File: config.mk
export PLATFORM = sky130hd
export DESIGN_NAME = moog_ladder_lowpass_filter_flat
export DESIGN_NICKNAME = d
export VERILOG_FILES = /design/src/hw/rtl/mlf_pkg.sv /design/src/hw/rtl/mlf_if.sv /design/src/hw/rtl/moog_ladder_lowpass_filter.sv /design/src/flat_wrapper.sv
export SDC_FILE = /design/constraint.sdc
export NUM_CORES = 2
export LEC_CHECK = 0
export BUFFER_PORTS_ARGS = -buffer_cell sky130_fd_sc_hd__buf_2
export CAP_MARGIN = 20
export CORE_ASPECT_RATIO = 0.6
export CORE_UTILIZATION = 50
export CTS_CLUSTER_DIAMETER = 200
export DETAILED_ROUTE_END_ITERATION = 8
export GPL_ROUTABILITY_DRIVEN = 0
export HOLD_SLACK_MARGIN = 0.02
export PLACE_DENSITY = 0.69
export SLEW_MARGIN = 20
export SYNTH_ARGS = -nofsm -noshare
export SYNTH_HDL_FRONTEND = slang
export SYNTH_SLANG_ARGS = --single-unit
File: constraint.sdc
create_clock -name clk -period 16.6 [get_ports clk]
set_clock_uncertainty 0.1 [all_clocks]
set_input_delay 0.83 -clock clk [delete_from_list [all_inputs] [get_ports clk]]
set_output_delay 0.83 -clock clk [all_outputs]
set_load 0.005 [all_outputs]
File: src/hw/rtl/mlf_pkg.sv
`default_nettype none

package mlf_pkg;

  // Number format: signed, FRAC_BITS fraction bits, held to VW bits
  localparam int FRAC_BITS = 16;
  localparam int VW        = 40;
  localparam int AW        = VW + 2;   // three-term sum before saturation
  localparam int HW        = VW / 2;   // multiplier operand half
  localparam int PW        = 2 * VW;   // full product

  // Field widths
  localparam int SMP_W      = 16;
  localparam int CUT_W      = 16;
  localparam int FS_W       = 32;
  localparam int RG_W       = 16;
  localparam int RG_FRAC    = 14;
  localparam int FS_FRAC    = 32;
  localparam int CFG_IDX_W  = 4;
  localparam int CFG_DATA_W = 32;

  typedef logic signed [VW-1:0] val_t;
  typedef logic signed [AW-1:0] acc_t;

  localparam val_t V_MAX = {1'b0, {(VW-1){1'b1}}};
  localparam val_t V_MIN = {1'b1, {(VW-1){1'b0}}};
  localparam val_t V_ONE = val_t'(longint'(1) << FRAC_BITS);

  // Filter constants, rounded to nearest
  localparam val_t K_015 = val_t'(((longint'(15) << FRAC_BITS) + 50) / 100);
  localparam val_t K_035 = val_t'(((longint'(35013) << FRAC_BITS) + 50000) / 100000);
  localparam val_t K_03  = val_t'(((longint'(3) << FRAC_BITS) + 5) / 10);

  // Stage output clamp limits
  localparam val_t CLAMP_HI = val_t'(longint'(32767) << FRAC_BITS);
  localparam val_t CLAMP_LO = val_t'(-(longint'(32768) << FRAC_BITS));

  localparam logic [FS_W-1:0] FREQ_SCALE_RST = FS_W'(225948);

  // Configuration register indexes
  typedef enum logic [CFG_IDX_W-1:0] {
    REG_FREQ_SCALE = 4'd0,
    REG_RES_GAIN   = 4'd1
  } cfg_reg_t;

  // Sequencer program: one product per step
  typedef enum logic [3:0] {
    ST_F   = 4'd0,
    ST_FF  = 4'd1,
    ST_T   = 4'd2,
    ST_FB  = 4'd3,
    ST_V   = 4'd4,
    ST_A   = 4'd5,
    ST_B   = 4'd6,
    ST_X   = 4'd7,
    ST_P1A = 4'd8,
    ST_P1B = 4'd9,
    ST_P2A = 4'd10,
    ST_P2B = 4'd11,
    ST_P3A = 4'd12,
    ST_P3B = 4'd13,
    ST_P4A = 4'd14,
    ST_P4B = 4'd15
  } step_t;

  // Sign extension to sum width
  function automatic acc_t sx(input val_t v);
    sx = {{(AW-VW){v[VW-1]}}, v};
  endfunction

  // Saturate a sum to VW bits
  function automatic val_t sat40(input acc_t v);
    if (v[AW-1:VW-1] == {(AW-VW+1){1'b0}} || v[AW-1:VW-1] == {(AW-VW+1){1'b1}}) begin
      sat40 = v[VW-1:0];
    end else begin
      sat40 = v[AW-1] ? V_MIN : V_MAX;
    end
  endfunction

  // Clamp to the 16-bit sample range
  function automatic val_t clamp16(input val_t v);
    if (v > CLAMP_HI) begin
      clamp16 = CLAMP_HI;
    end else if (v < CLAMP_LO) begin
      clamp16 = CLAMP_LO;
    end else begin
      clamp16 = v;
    end
  endfunction

  // Magnitude, unsigned so the most negative value fits
  function automatic logic [VW-1:0] mag(input val_t v);
    mag = v[VW-1] ? (~v + 1'b1) : v;
  endfunction

endpackage

`default_nettype wire

File: src/hw/rtl/mlf_if.sv
`default_nettype none

// Sample channel into the filter
interface mlf_in_if import mlf_pkg::*; ();
  logic                    valid;
  logic                    ready;
  logic signed [SMP_W-1:0] sample_in;
  logic        [CUT_W-1:0] cutoff_hz;
  logic                    block_end;

  modport source (output valid, output sample_in, output cutoff_hz, output block_end,
                  input ready);
  modport sink   (input valid, input sample_in, input cutoff_hz, input block_end,
                  output ready);
endinterface

// Filtered sample channel
interface mlf_out_if import mlf_pkg::*; ();
  logic                    valid;
  logic                    ready;
  logic signed [SMP_W-1:0] sample_out;
  logic                    block_end_out;

  modport source (output valid, output sample_out, output block_end_out, input ready);
  modport sink   (input valid, input sample_out, input block_end_out, output ready);
endinterface

// Register write channel
interface mlf_cfg_if import mlf_pkg::*; ();
  logic                  valid;
  logic                  ready;
  logic [CFG_IDX_W-1:0]  index;
  logic [CFG_DATA_W-1:0] data;

  modport source (output valid, output index, output data, input ready);
  modport sink   (input valid, input index, input data, output ready);
endinterface

`default_nettype wire

File: src/hw/rtl/moog_ladder_lowpass_filter.sv
`default_nettype none

// Four-pole resonant ladder low-pass, signed fixed point (40-bit values, FRAC_BITS
// fraction bits). Each item carries one 16-bit sample and a cutoff in Hz; one
// filtered sample comes out per item, with block_end copied through. All sixteen
// products of an item run one after another through a single shared 40x20
// multiplier, each passing through operand load, two partial products,
// combine/saturate and write-back; the result is then posted. A new item is
// accepted only once the previous result has been posted and the block is idle
// again. The result sits in an output register; if it has not been taken when
// the next result is done, the block waits. Registers: index 0 freq_scale
// (unsigned Q0.32 cutoff scale, reset 1.16/22050), index 1 resonance_gain
// (unsigned Q2.14, reset 0); write them only while the block is idle. Writes to
// other indexes are dropped.
module moog_ladder_lowpass_filter import mlf_pkg::*; (
  input  wire logic   clk,
  input  wire logic   rst,
  mlf_in_if.sink      feed,
  mlf_out_if.source   filtered,
  mlf_cfg_if.sink     cfg
);

  typedef enum logic [6:0] {
    S_IDLE = 7'b0000001,
    S_LOAD = 7'b0000010,
    S_MUL0 = 7'b0000100,
    S_MUL1 = 7'b0001000,
    S_MUL2 = 7'b0010000,
    S_WB   = 7'b0100000,
    S_OUT  = 7'b1000000
  } state_t;

  state_t state;
  step_t  step;

  // Configuration
  logic [FS_W-1:0] freq_scale;
  logic [RG_W-1:0] resonance_gain;

  // Latched item
  logic signed [SMP_W-1:0] smp;
  logic        [CUT_W-1:0] cut;
  logic                    blk;

  // Per-item intermediates
  val_t f, g, ff, u, fb, x, tmp, pcur;
  acc_t acc;

  // Filter state
  val_t pole1_out, pole2_out, pole3_out, pole4_out;
  val_t pole1_prev_in, pole2_prev_in, pole3_prev_in, pole4_prev_in;

  // Multiplier unit
  logic [VW-1:0]    ua, ub;
  logic             neg;
  logic             cut_shift;
  logic [HW-1:0]    ub_half;
  logic [VW+HW-1:0] pp;
  logic [VW+HW-1:0] pp_lo, pp_hi;
  val_t             mres;

  // Output register
  logic                    out_valid;
  logic signed [SMP_W-1:0] out_sample;
  logic                    out_blk;

  // Derived values
  val_t             op_a, op_b;
  val_t             res_val;
  logic [VW-1:0]    res_wide;
  val_t             smp_val;
  logic [PW-1:0]    prod, shifted;
  logic             prod_sat;
  val_t             prod_r;
  val_t             pcur_cl;
  val_t             pcur_cl_sh;
  logic signed [SMP_W-1:0] q;
  logic             out_free;

  assign feed.ready     = (state == S_IDLE);
  assign cfg.ready      = 1'b1;
  assign filtered.valid = out_valid;
  assign filtered.sample_out    = out_sample;
  assign filtered.block_end_out = out_blk;

  assign res_wide = {{(VW-RG_W){1'b0}}, resonance_gain};
  assign res_val  = val_t'((res_wide << FRAC_BITS) >> RG_FRAC);
  assign smp_val  = val_t'({{(VW-SMP_W){smp[SMP_W-1]}}, smp} << FRAC_BITS);
  assign out_free = !out_valid || filtered.ready;

  // Shared 40x20 multiplier: low half of ub first, then high half
  assign ub_half = (state == S_MUL1) ? ub[VW-1:HW] : ub[HW-1:0];
  assign pp      = (VW+HW)'(ua) * (VW+HW)'(ub_half);

  // Operand select per program step
  always_comb begin
    op_a = '0;
    op_b = '0;
    case (step)
      ST_F: begin
        op_a = val_t'({{(VW-CUT_W){1'b0}}, cut});
        op_b = val_t'({{(VW-FS_W){1'b0}}, freq_scale});
      end
      ST_FF:  begin op_a = f;         op_b = f;             end
      ST_T:   begin op_a = K_015;     op_b = ff;            end
      ST_FB:  begin op_a = res_val;   op_b = u;             end
      ST_V:   begin op_a = pole4_out; op_b = fb;            end
      ST_A:   begin op_a = K_035;     op_b = ff;            end
      ST_B:   begin op_a = tmp;       op_b = ff;            end
      ST_X:   begin op_a = x;         op_b = tmp;           end
      ST_P1A: begin op_a = K_03;      op_b = pole1_prev_in; end
      ST_P1B: begin op_a = g;         op_b = pole1_out;     end
      ST_P2A: begin op_a = K_03;      op_b = pole2_prev_in; end
      ST_P2B: begin op_a = g;         op_b = pole2_out;     end
      ST_P3A: begin op_a = K_03;      op_b = pole3_prev_in; end
      ST_P3B: begin op_a = g;         op_b = pole3_out;     end
      ST_P4A: begin op_a = K_03;      op_b = pole4_prev_in; end
      ST_P4B: begin op_a = g;         op_b = pole4_out;     end
      default: begin op_a = '0;       op_b = '0;            end
    endcase
  end

  // Combine partial products, shift, detect overflow
  always_comb begin
    prod     = {{HW{1'b0}}, pp_lo} + {pp_hi, {HW{1'b0}}};
    shifted  = cut_shift ? (prod >> (FS_FRAC - FRAC_BITS)) : (prod >> FRAC_BITS);
    prod_sat = |shifted[PW-1:VW-1];
    prod_r   = val_t'(shifted[VW-1:0]);
  end

  // Final stage output, clamped and truncated toward zero
  always_comb begin
    pcur_cl    = clamp16(pcur);
    pcur_cl_sh = pcur_cl >>> FRAC_BITS;
    q = pcur_cl_sh[SMP_W-1:0]
        + ((pcur_cl[VW-1] && (|pcur_cl[FRAC_BITS-1:0])) ? SMP_W'(1) : SMP_W'(0));
  end

  // Configuration writes
  always_ff @(posedge clk) begin
    if (rst) begin
      freq_scale     <= FREQ_SCALE_RST;
      resonance_gain <= '0;
    end else if (cfg.valid) begin
      case (cfg_reg_t'(cfg.index))
        REG_FREQ_SCALE: freq_scale     <= cfg.data[FS_W-1:0];
        REG_RES_GAIN:   resonance_gain <= cfg.data[RG_W-1:0];
        default: ;
      endcase
    end
  end

  // Sequencer and control
  always_ff @(posedge clk) begin
    if (rst) begin
      state     <= S_IDLE;
      step      <= ST_F;
      out_valid <= 1'b0;
    end else begin
      // Result register: set when posted, cleared when taken
      if (state == S_OUT && out_free) begin
        out_valid <= 1'b1;
      end else if (filtered.ready) begin
        out_valid <= 1'b0;
      end
      case (state)
        S_IDLE: begin
          if (feed.valid) begin
            state <= S_LOAD;
            step  <= ST_F;
          end
        end
        S_LOAD: state <= S_MUL0;
        S_MUL0: state <= S_MUL1;
        S_MUL1: state <= S_MUL2;
        S_MUL2: state <= S_WB;
        S_WB: begin
          if (step == ST_P4B) begin
            state <= S_OUT;
          end else begin
            state <= S_LOAD;
            step  <= step_t'(step + 4'd1);
          end
        end
        S_OUT: begin
          if (out_free) begin
            state <= S_IDLE;
          end
        end
        default: state <= S_IDLE;
      endcase
    end
  end

  // Filter state (cleared on reset)
  always_ff @(posedge clk) begin
    if (rst) begin
      pole1_out     <= '0;
      pole2_out     <= '0;
      pole3_out     <= '0;
      pole4_out     <= '0;
      pole1_prev_in <= '0;
      pole2_prev_in <= '0;
      pole3_prev_in <= '0;
      pole4_prev_in <= '0;
    end else if (state == S_WB) begin
      case (step)
        ST_P1A: pole1_prev_in <= x;
        ST_P2A: begin
          pole1_out     <= pcur_cl;
          pole2_prev_in <= pcur_cl;
        end
        ST_P3A: begin
          pole2_out     <= pcur_cl;
          pole3_prev_in <= pcur_cl;
        end
        ST_P4A: begin
          pole3_out     <= pcur_cl;
          pole4_prev_in <= pcur_cl;
        end
        default: ;
      endcase
    end else if (state == S_OUT && out_free) begin
      pole4_out <= pcur_cl;
    end
  end

  // Datapath: item latch, multiplier phases, write-back, result capture
  always_ff @(posedge clk) begin
    case (state)
      S_IDLE: begin
        smp <= feed.sample_in;
        cut <= feed.cutoff_hz;
        blk <= feed.block_end;
      end
      S_LOAD: begin
        ua        <= mag(op_a);
        ub        <= mag(op_b);
        neg       <= op_a[VW-1] ^ op_b[VW-1];
        cut_shift <= (step == ST_F);
      end
      S_MUL0: pp_lo <= pp;
      S_MUL1: pp_hi <= pp;
      S_MUL2: begin
        if (prod_sat) begin
          mres <= neg ? V_MIN : V_MAX;
        end else begin
          mres <= neg ? -prod_r : prod_r;
        end
      end
      S_WB: begin
        case (step)
          ST_F: begin
            f <= mres;
            g <= sat40(sx(V_ONE) - sx(mres));
          end
          ST_FF:  ff   <= mres;
          ST_T:   u    <= sat40(sx(V_ONE) - sx(mres));
          ST_FB:  fb   <= mres;
          ST_V:   x    <= sat40(sx(smp_val) - sx(mres));
          ST_A:   tmp  <= mres;
          ST_B:   tmp  <= mres;
          ST_X:   x    <= mres;
          ST_P1A: acc  <= sx(x) + sx(mres);
          ST_P2A: acc  <= sx(pcur) + sx(mres);
          ST_P3A: acc  <= sx(pcur) + sx(mres);
          ST_P4A: acc  <= sx(pcur) + sx(mres);
          ST_P1B: pcur <= sat40(acc + sx(mres));
          ST_P2B: pcur <= sat40(acc + sx(mres));
          ST_P3B: pcur <= sat40(acc + sx(mres));
          ST_P4B: pcur <= sat40(acc + sx(mres));
          default: ;
        endcase
      end
      S_OUT: begin
        if (out_free) begin
          out_sample <= q;
          out_blk    <= blk;
        end
      end
      default: ;
    endcase
  end

  // Stored fourth-pole output always lies inside the clamp range
  a_pole4_range: assert property (@(posedge clk) disable iff (rst)
    pole4_out >= CLAMP_LO && pole4_out <= CLAMP_HI)
    else $error("pole4_out outside clamp range");

  // An accepted item starts the program at its first step
  a_accept_start: assert property (@(posedge clk) disable iff (rst)
    feed.valid && feed.ready |=> state == S_LOAD && step == ST_F)
    else $error("item accepted without starting the sequence");

  // A finished result waits while the previous one is still held
  a_out_wait: assert property (@(posedge clk) disable iff (rst)
    state == S_OUT && out_valid && !filtered.ready |=> state == S_OUT)
    else $error("result posted over a pending one");

endmodule

`default_nettype wire
File: src/flat_wrapper.sv
// flat-port wrapper written by rule: the top's interface ports become plain ports
module moog_ladder_lowpass_filter_flat import mlf_pkg::*;
  (clk, rst, feed_valid, feed_sample_in, feed_cutoff_hz, feed_block_end, feed_ready, filtered_valid, filtered_sample_out, filtered_block_end_out, filtered_ready, cfg_valid, cfg_index, cfg_data, cfg_ready);
  mlf_in_if feed_i ();
  mlf_out_if filtered_i ();
  mlf_cfg_if cfg_i ();
  input  wire logic clk;
  input  wire logic rst;
  input wire logic [$bits(feed_i.valid)-1:0] feed_valid;
  input wire logic [$bits(feed_i.sample_in)-1:0] feed_sample_in;
  input wire logic [$bits(feed_i.cutoff_hz)-1:0] feed_cutoff_hz;
  input wire logic [$bits(feed_i.block_end)-1:0] feed_block_end;
  output wire logic [$bits(feed_i.ready)-1:0] feed_ready;
  output wire logic [$bits(filtered_i.valid)-1:0] filtered_valid;
  output wire logic [$bits(filtered_i.sample_out)-1:0] filtered_sample_out;
  output wire logic [$bits(filtered_i.block_end_out)-1:0] filtered_block_end_out;
  input wire logic [$bits(filtered_i.ready)-1:0] filtered_ready;
  input wire logic [$bits(cfg_i.valid)-1:0] cfg_valid;
  input wire logic [$bits(cfg_i.index)-1:0] cfg_index;
  input wire logic [$bits(cfg_i.data)-1:0] cfg_data;
  output wire logic [$bits(cfg_i.ready)-1:0] cfg_ready;
  assign feed_i.valid = feed_valid;
  assign feed_i.sample_in = feed_sample_in;
  assign feed_i.cutoff_hz = feed_cutoff_hz;
  assign feed_i.block_end = feed_block_end;
  assign feed_ready = feed_i.ready;
  assign filtered_valid = filtered_i.valid;
  assign filtered_sample_out = filtered_i.sample_out;
  assign filtered_block_end_out = filtered_i.block_end_out;
  assign filtered_i.ready = filtered_ready;
  assign cfg_i.valid = cfg_valid;
  assign cfg_i.index = cfg_index;
  assign cfg_i.data = cfg_data;
  assign cfg_ready = cfg_i.ready;
  moog_ladder_lowpass_filter u_core (.clk(clk), .rst(rst), .feed(feed_i), .filtered(filtered_i), .cfg(cfg_i));
endmodule
# ---- After elaboration in Yosys (flattened, before gate mapping)
# Cells that the tools add are included.
dict set report classes {
  order_cmp 2
  addsub 11
  n_eq_ne 29
  n_mul 1
  bitwise 4
  reduce_logical 44
  mux 28
}
# operator n
set op_table {}
lappend op_table {{$mux W40} 11}
lappend op_table {{$pmux W40 S11} 1}
lappend op_table {{$pmux W40 S10} 1}
lappend op_table {{$pmux W42 S2} 1}
lappend op_table {{$add A40 B40 Y41} 2}
lappend op_table {{$add A40 B1 Y40 const B} 2}
lappend op_table {{$add A60 B80 Y80} 1}
lappend op_table {{$not A40 Y40} 2}
lappend op_table {{$pmux W40 S2} 1}
lappend op_table {{$mux W39} 2}
lappend op_table {{$mul A40 B20 Y60} 1}
lappend op_table {{$pmux W7 S7} 1}
lappend op_table {{$add A42 B40 Y42} 1}
lappend op_table {{$sub A18 B40 Y41 const A} 1}
lappend op_table {{$sub A32 B40 Y41} 1}
lappend op_table {{$gt A40 B32 Y1 const B} 1}
lappend op_table {{$lt A40 B32 Y1 const B} 1}
lappend op_table {{$neg A40 Y40} 1}
lappend op_table {{$reduce_and A2 Y1} 17}
lappend op_table {{$eq A4 B4 Y1 const B} 8}
lappend op_table {{$reduce_or A25 Y1} 1}
lappend op_table {{$mux W7} 3}
lappend op_table {{$mux W20} 1}
lappend op_table {{$add A16 B16 Y16} 1}
lappend op_table {{30 further kinds} 56}
dict set report totals {
  reg_bits 913
  word_cells 151
}

# ---- Depth between registers and ports, before layout
dict set report logic_depth {
  ltp_word 7
  mapped_depth 34
}

# ---- Worst setup path after synthesis
# OpenSTA, ideal clock, no wires.
dict set report synth_path {
  path_kind {register -> register}
  startpoint {register u_core.state[0]}
  endpoint {register u_core.pp_hi[53], data pin}
  path_buffers 2
  arrival_ns 9.349
  setup_ns 0.270
  slack_ns 6.881
  stages_incl_launch_ff 32
  required_time_ns 16.230
  path_cell_list {dfxtp_1 nor4_1 nand3_1 inv_1 clkbuf_1 nand2_1 nand2_1 clkbuf_1 nand2_1 fa_1 inv_1 fa_1 inv_1 fa_1 inv_1 fa_1 fa_1 fa_1 inv_1 fa_1 inv_1 ha_1 nand2_1 o21a_1 a211o_1 nand2b_1 o21ba_2 a21oi_1 o21ai_0 a211oi_1 nor4b_1 or3_1}
}
dict set report synth_between {
  elab_chain_cells 3
}
# element line_no
set synth_rtl {}
lappend synth_rtl {{start, declared} moog_ladder_lowpass_filter.sv:33} ;# state_t state;
lappend synth_rtl {{start signal, assigned} moog_ladder_lowpass_filter.sv:156} ;# state <= S_IDLE;
lappend synth_rtl {{start signal, assigned} moog_ladder_lowpass_filter.sv:169} ;# state <= S_LOAD;
lappend synth_rtl {{start signal, assigned} moog_ladder_lowpass_filter.sv:173} ;# S_LOAD: state <= S_MUL0;
lappend synth_rtl {{$eq A7 B4 Y1} moog_ladder_lowpass_filter.sv:92} ;# assign ub_half = (state == S_MUL1) ? ub[VW-1:HW] : ub[HW-1:0];
lappend synth_rtl {{$mux W20} moog_ladder_lowpass_filter.sv:92}
lappend synth_rtl {{$mul A40 B20 Y60} moog_ladder_lowpass_filter.sv:93} ;# assign pp = (VW+HW)'(ua) * (VW+HW)'(ub_half);
lappend synth_rtl {{net u_core.pp[53]} moog_ladder_lowpass_filter.sv:58} ;# logic [VW+HW-1:0] pp;
lappend synth_rtl {{end signal, assigned} moog_ladder_lowpass_filter.sv:243} ;# S_MUL1: pp_hi <= pp;
lappend synth_rtl {{end, declared} moog_ladder_lowpass_filter.sv:59} ;# logic [VW+HW-1:0] pp_lo, pp_hi;
# The timed path passes the listed nets, and every way through them passes these cells.
# A chain may end at the register's enable or synchronous reset.

# ---- Worst setup path after layout
dict set report layout_path {
  startpoint {register u_core.state[0]}
  endpoint {register u_core.pp_hi[39], data pin}
}
# The elaborated chain is that of the path after synthesis.

==> summary.md <==
| Metric | Value |
|---|---|
| Placed Instances | `around 9,500` |
| Wire per inst | `around 27 µm` |
| Largest net degree at the start of global routing | `roughly 110` |
| Final min period | `11,250 ps` |
| Number of setup buffers added after CTS | `0` |
| Die Y | `300 µm` |
| Count leader, synth | `nand2_1` |
| Hpwl dp | `194,000 µm` |
| Clock sinks | `896` |
| Hold_sp | `feed_cutoff_hz[3]` |
| Largest register FFs | `60` |
| Core Area | `around 0.15 mm²` |
| Post-layout instance area | `0.0787 mm²` |
| WP data required | `~17,000 ps` |
| Setup TNS | `0 ps` |
| CTS tree | `built` |
| Slowest CP cell | `o41ai_1` |
| H-Tree Depth | `3` |
| Hold_ws | `176 ps` |
| Root buf cell | `clkbuf_16` |
| Area contributors post-synth | `edfxtp_1, fa_1, dfxtp_1, nand2_1, ha_1` |
| Maximum clock insertion buffer count | `3` |
| Register area share after synthesis | `0.329` |
| Peak per-stage delay on the critical path | `820 ps` |
| Commonest cells post-synth | `nand2_1, inv_1, fa_1` |
| Reg2reg setup slack | `roughly 5400 ps` |
| Fraction of registers with async set/reset | `0` |
| Placed cell area | `0.0758 mm²` |
| Area delta synth->final | `6.73%` |
| Clock Pin Slew Worst Setup and Hold Paths | `70 ps` |
| Hold_buf cts | `0` |
| Share of the synthesized area in the top cell type | `0.259` |
| RSZ-0062 raised after global routing | `no` |
| Syn avg cell area | `9.43 µm²` |
| Cell mode on critical path | `fa_1` |
| Worst-path fanout max | `69` |
| Ports | `94` |
| CTS buffer count | `83` |
| Fin cells | `around 9,700` |
| Post-Synthesis Cell Area | `0.0738 mm²` |
| Total track usage | `0.346` |
| PostCTS Resize Cnt | `0` |
| CP Depth | `31` |
| Vias/cell | `6.42` |
| Clock Latency Late Sink | `730 ps` |
| FF-to-FF Start | `u_core.state[0]` |
| Row Count | `108` |
| Die area | `about 0.15 mm²` |
| Hold Path Class | `input pin to flop` |
| FF-to-FF path depth | `31` |
| Period Utilization, post-route | `0.678` |
| Netlist cell types | `about 110` |
| Outcome | `complete, no violations` |
| DRC | `0` |
| Main synth FF type | `edfxtp_1` |
| Worst Setup EP | `u_core.pp_hi[39]` |
| Number of synthesis warnings | `0` |
| Crit-path leading delay family | `adder cells` |
| CP Launch Type | `flop` |
| Synth Instances | `roughly 8,000` |
| Slew headroom | `0.161` |
| R2r endpoint | `u_core.pp_hi[39]` |
| First-pass GRT wire length | `385,000 µm` |
| Final WL | `around 260,000 µm` |
| Initial antenna violation count | `14` |
| Iter 0 DRT Violations | `10,302` |
| Share of cells above drive strength 1 | `0.0681` |
| Top reg by flops | `u_core.pp_hi` |
| Biggest regs | `u_core.pp_hi (60), u_core.pp_lo (44), u_core.acc (41)` |
| DIE WIDTH | `498 µm` |
| Starting density of the core | `0.507` |
| Final slew viol count | `0` |
| Max Cap Viol | `0` |
| Drt pass-1 iters | `9` |
| Crit end category | `flop` |
| Max Clk Rate | `88.9 MHz` |
| Vias in the first global route | `between 50,000 and 60,000` |
| Post-synth EDFFs | `636` |
| Post-synthesis register bit count | `896` |
| Vias | `62,065` |
| Worst-Margin Slew | `1250 ps` |
| Final #Nets | `8,740` |
| Hold Fails Final Rpt | `0` |
| Cell taking the most area after synthesis | `edfxtp_1` |
| Input/output buffers | `92` |
| Grt total ovfl | `0` |
| Critical path class | `flop to flop` |
| WP data arrival | `between 10,000 and 15,000 ps` |
| Layout fillers | `12,719` |
| Critical path launch point | `u_core.state[0]` |
| CP Buf/Inv Count | `7` |
| Syn Nets | `8,903` |
| Final ANT Viol Nets | `0` |
| Final setup viols | `0` |
## cell usage in the layout, fill, tap and decap left out, types with 53 or more instances in the layout
| cell type | instances |
|---|---|
| fa_1 | 683 |
| a21oi_1 | 518 |
| buf_2 | 92 |
| a211oi_1 | 88 |
| a221oi_1 | 54 |
| o22ai_1 | 53 |
| xor2_1 | 93 |
| nand2_1 | 1210 |
| and2_1 | 328 |
| ha_1 | 322 |
| a21o_1 | 127 |
| buf_4 | 121 |
| a22oi_1 | 69 |
| clkbuf_16 | 85 |
| inv_1 | 842 |
| nor2_1 | 376 |
| mux2_2 | 53 |
| xnor2_1 | 185 |
| nor3_1 | 80 |
| o21ai_0 | 221 |
| edfxtp_1 | 636 |
| dfxtp_1 | 258 |
| nand3_1 | 191 |
## per-layer routing
layer / vias up / track usage / share of wire
met1: 30269 / 0.510 / 0.41
met4: 4 / 0.114 / 0.039
met2: 4849 / 0.439 / 0.37
met5: - / 0 / 0.00067
met3: 599 / 0.157 / 0.18
li1: 26344 / - / -
## stage by stage
stage	util	setup slack [ps]
floorplan	-	6880
global placement	0.521	5940
detailed placement	0.521	5800
CTS	0.540	5750
global route	0.541	4840
finish	0.541	5350
## worst min-delay path by stage
stage                                    endpoint  cells past startpoint
CTS                                 u_core.cut[3]                      1
global placement    u_core.filtered.block_end_out                      0
finish                              u_core.cut[3]                      1
detailed placement  u_core.filtered.block_end_out                      0
global route                        u_core.cut[3]                      1
floorplan           u_core.filtered.block_end_out                      0
## layout make-up
type,instances,area (µm²),area share
multi-input cells,5611,44600,0.566
flip-flops and latches,896,24300,0.309
inverters,846,3180,0.0403
clock buffers,124,2460,0.0313
well taps,1925,2410,0.0306
repair buffers,219,1470,0.0186
clock inverters,32,325,0.00413
diodes,7,17.5,0.000223
## cell families after synthesis
family          count (synthesis)  synth area share
simple gates                 2608             0.166
compound gates               1587             0.143
buf+inv                      1313            0.0698
fa+ha+maj                    1028             0.243
flops                         896             0.329
xor+xnor                      283            0.0336
mux                           104            0.0150
other cells                     1         0.0000508
## worst register-to-register path, delay by kind of cell (launching register included)
kind / cells / cell delay, ps
AO/OA/AOI/OAI: 8 / 3070
XOR/XNOR: 1 / 200
adder cells (fa/ha/maj): 8 / 3480
buffers and inverters: 7 / 1830
flip-flops: 1 / 340
AND/OR/NAND/NOR: 7 / 1950
Power is not shown: default switching activity piles up to over one toggle a cycle in this logic, so the estimate is an artifact.
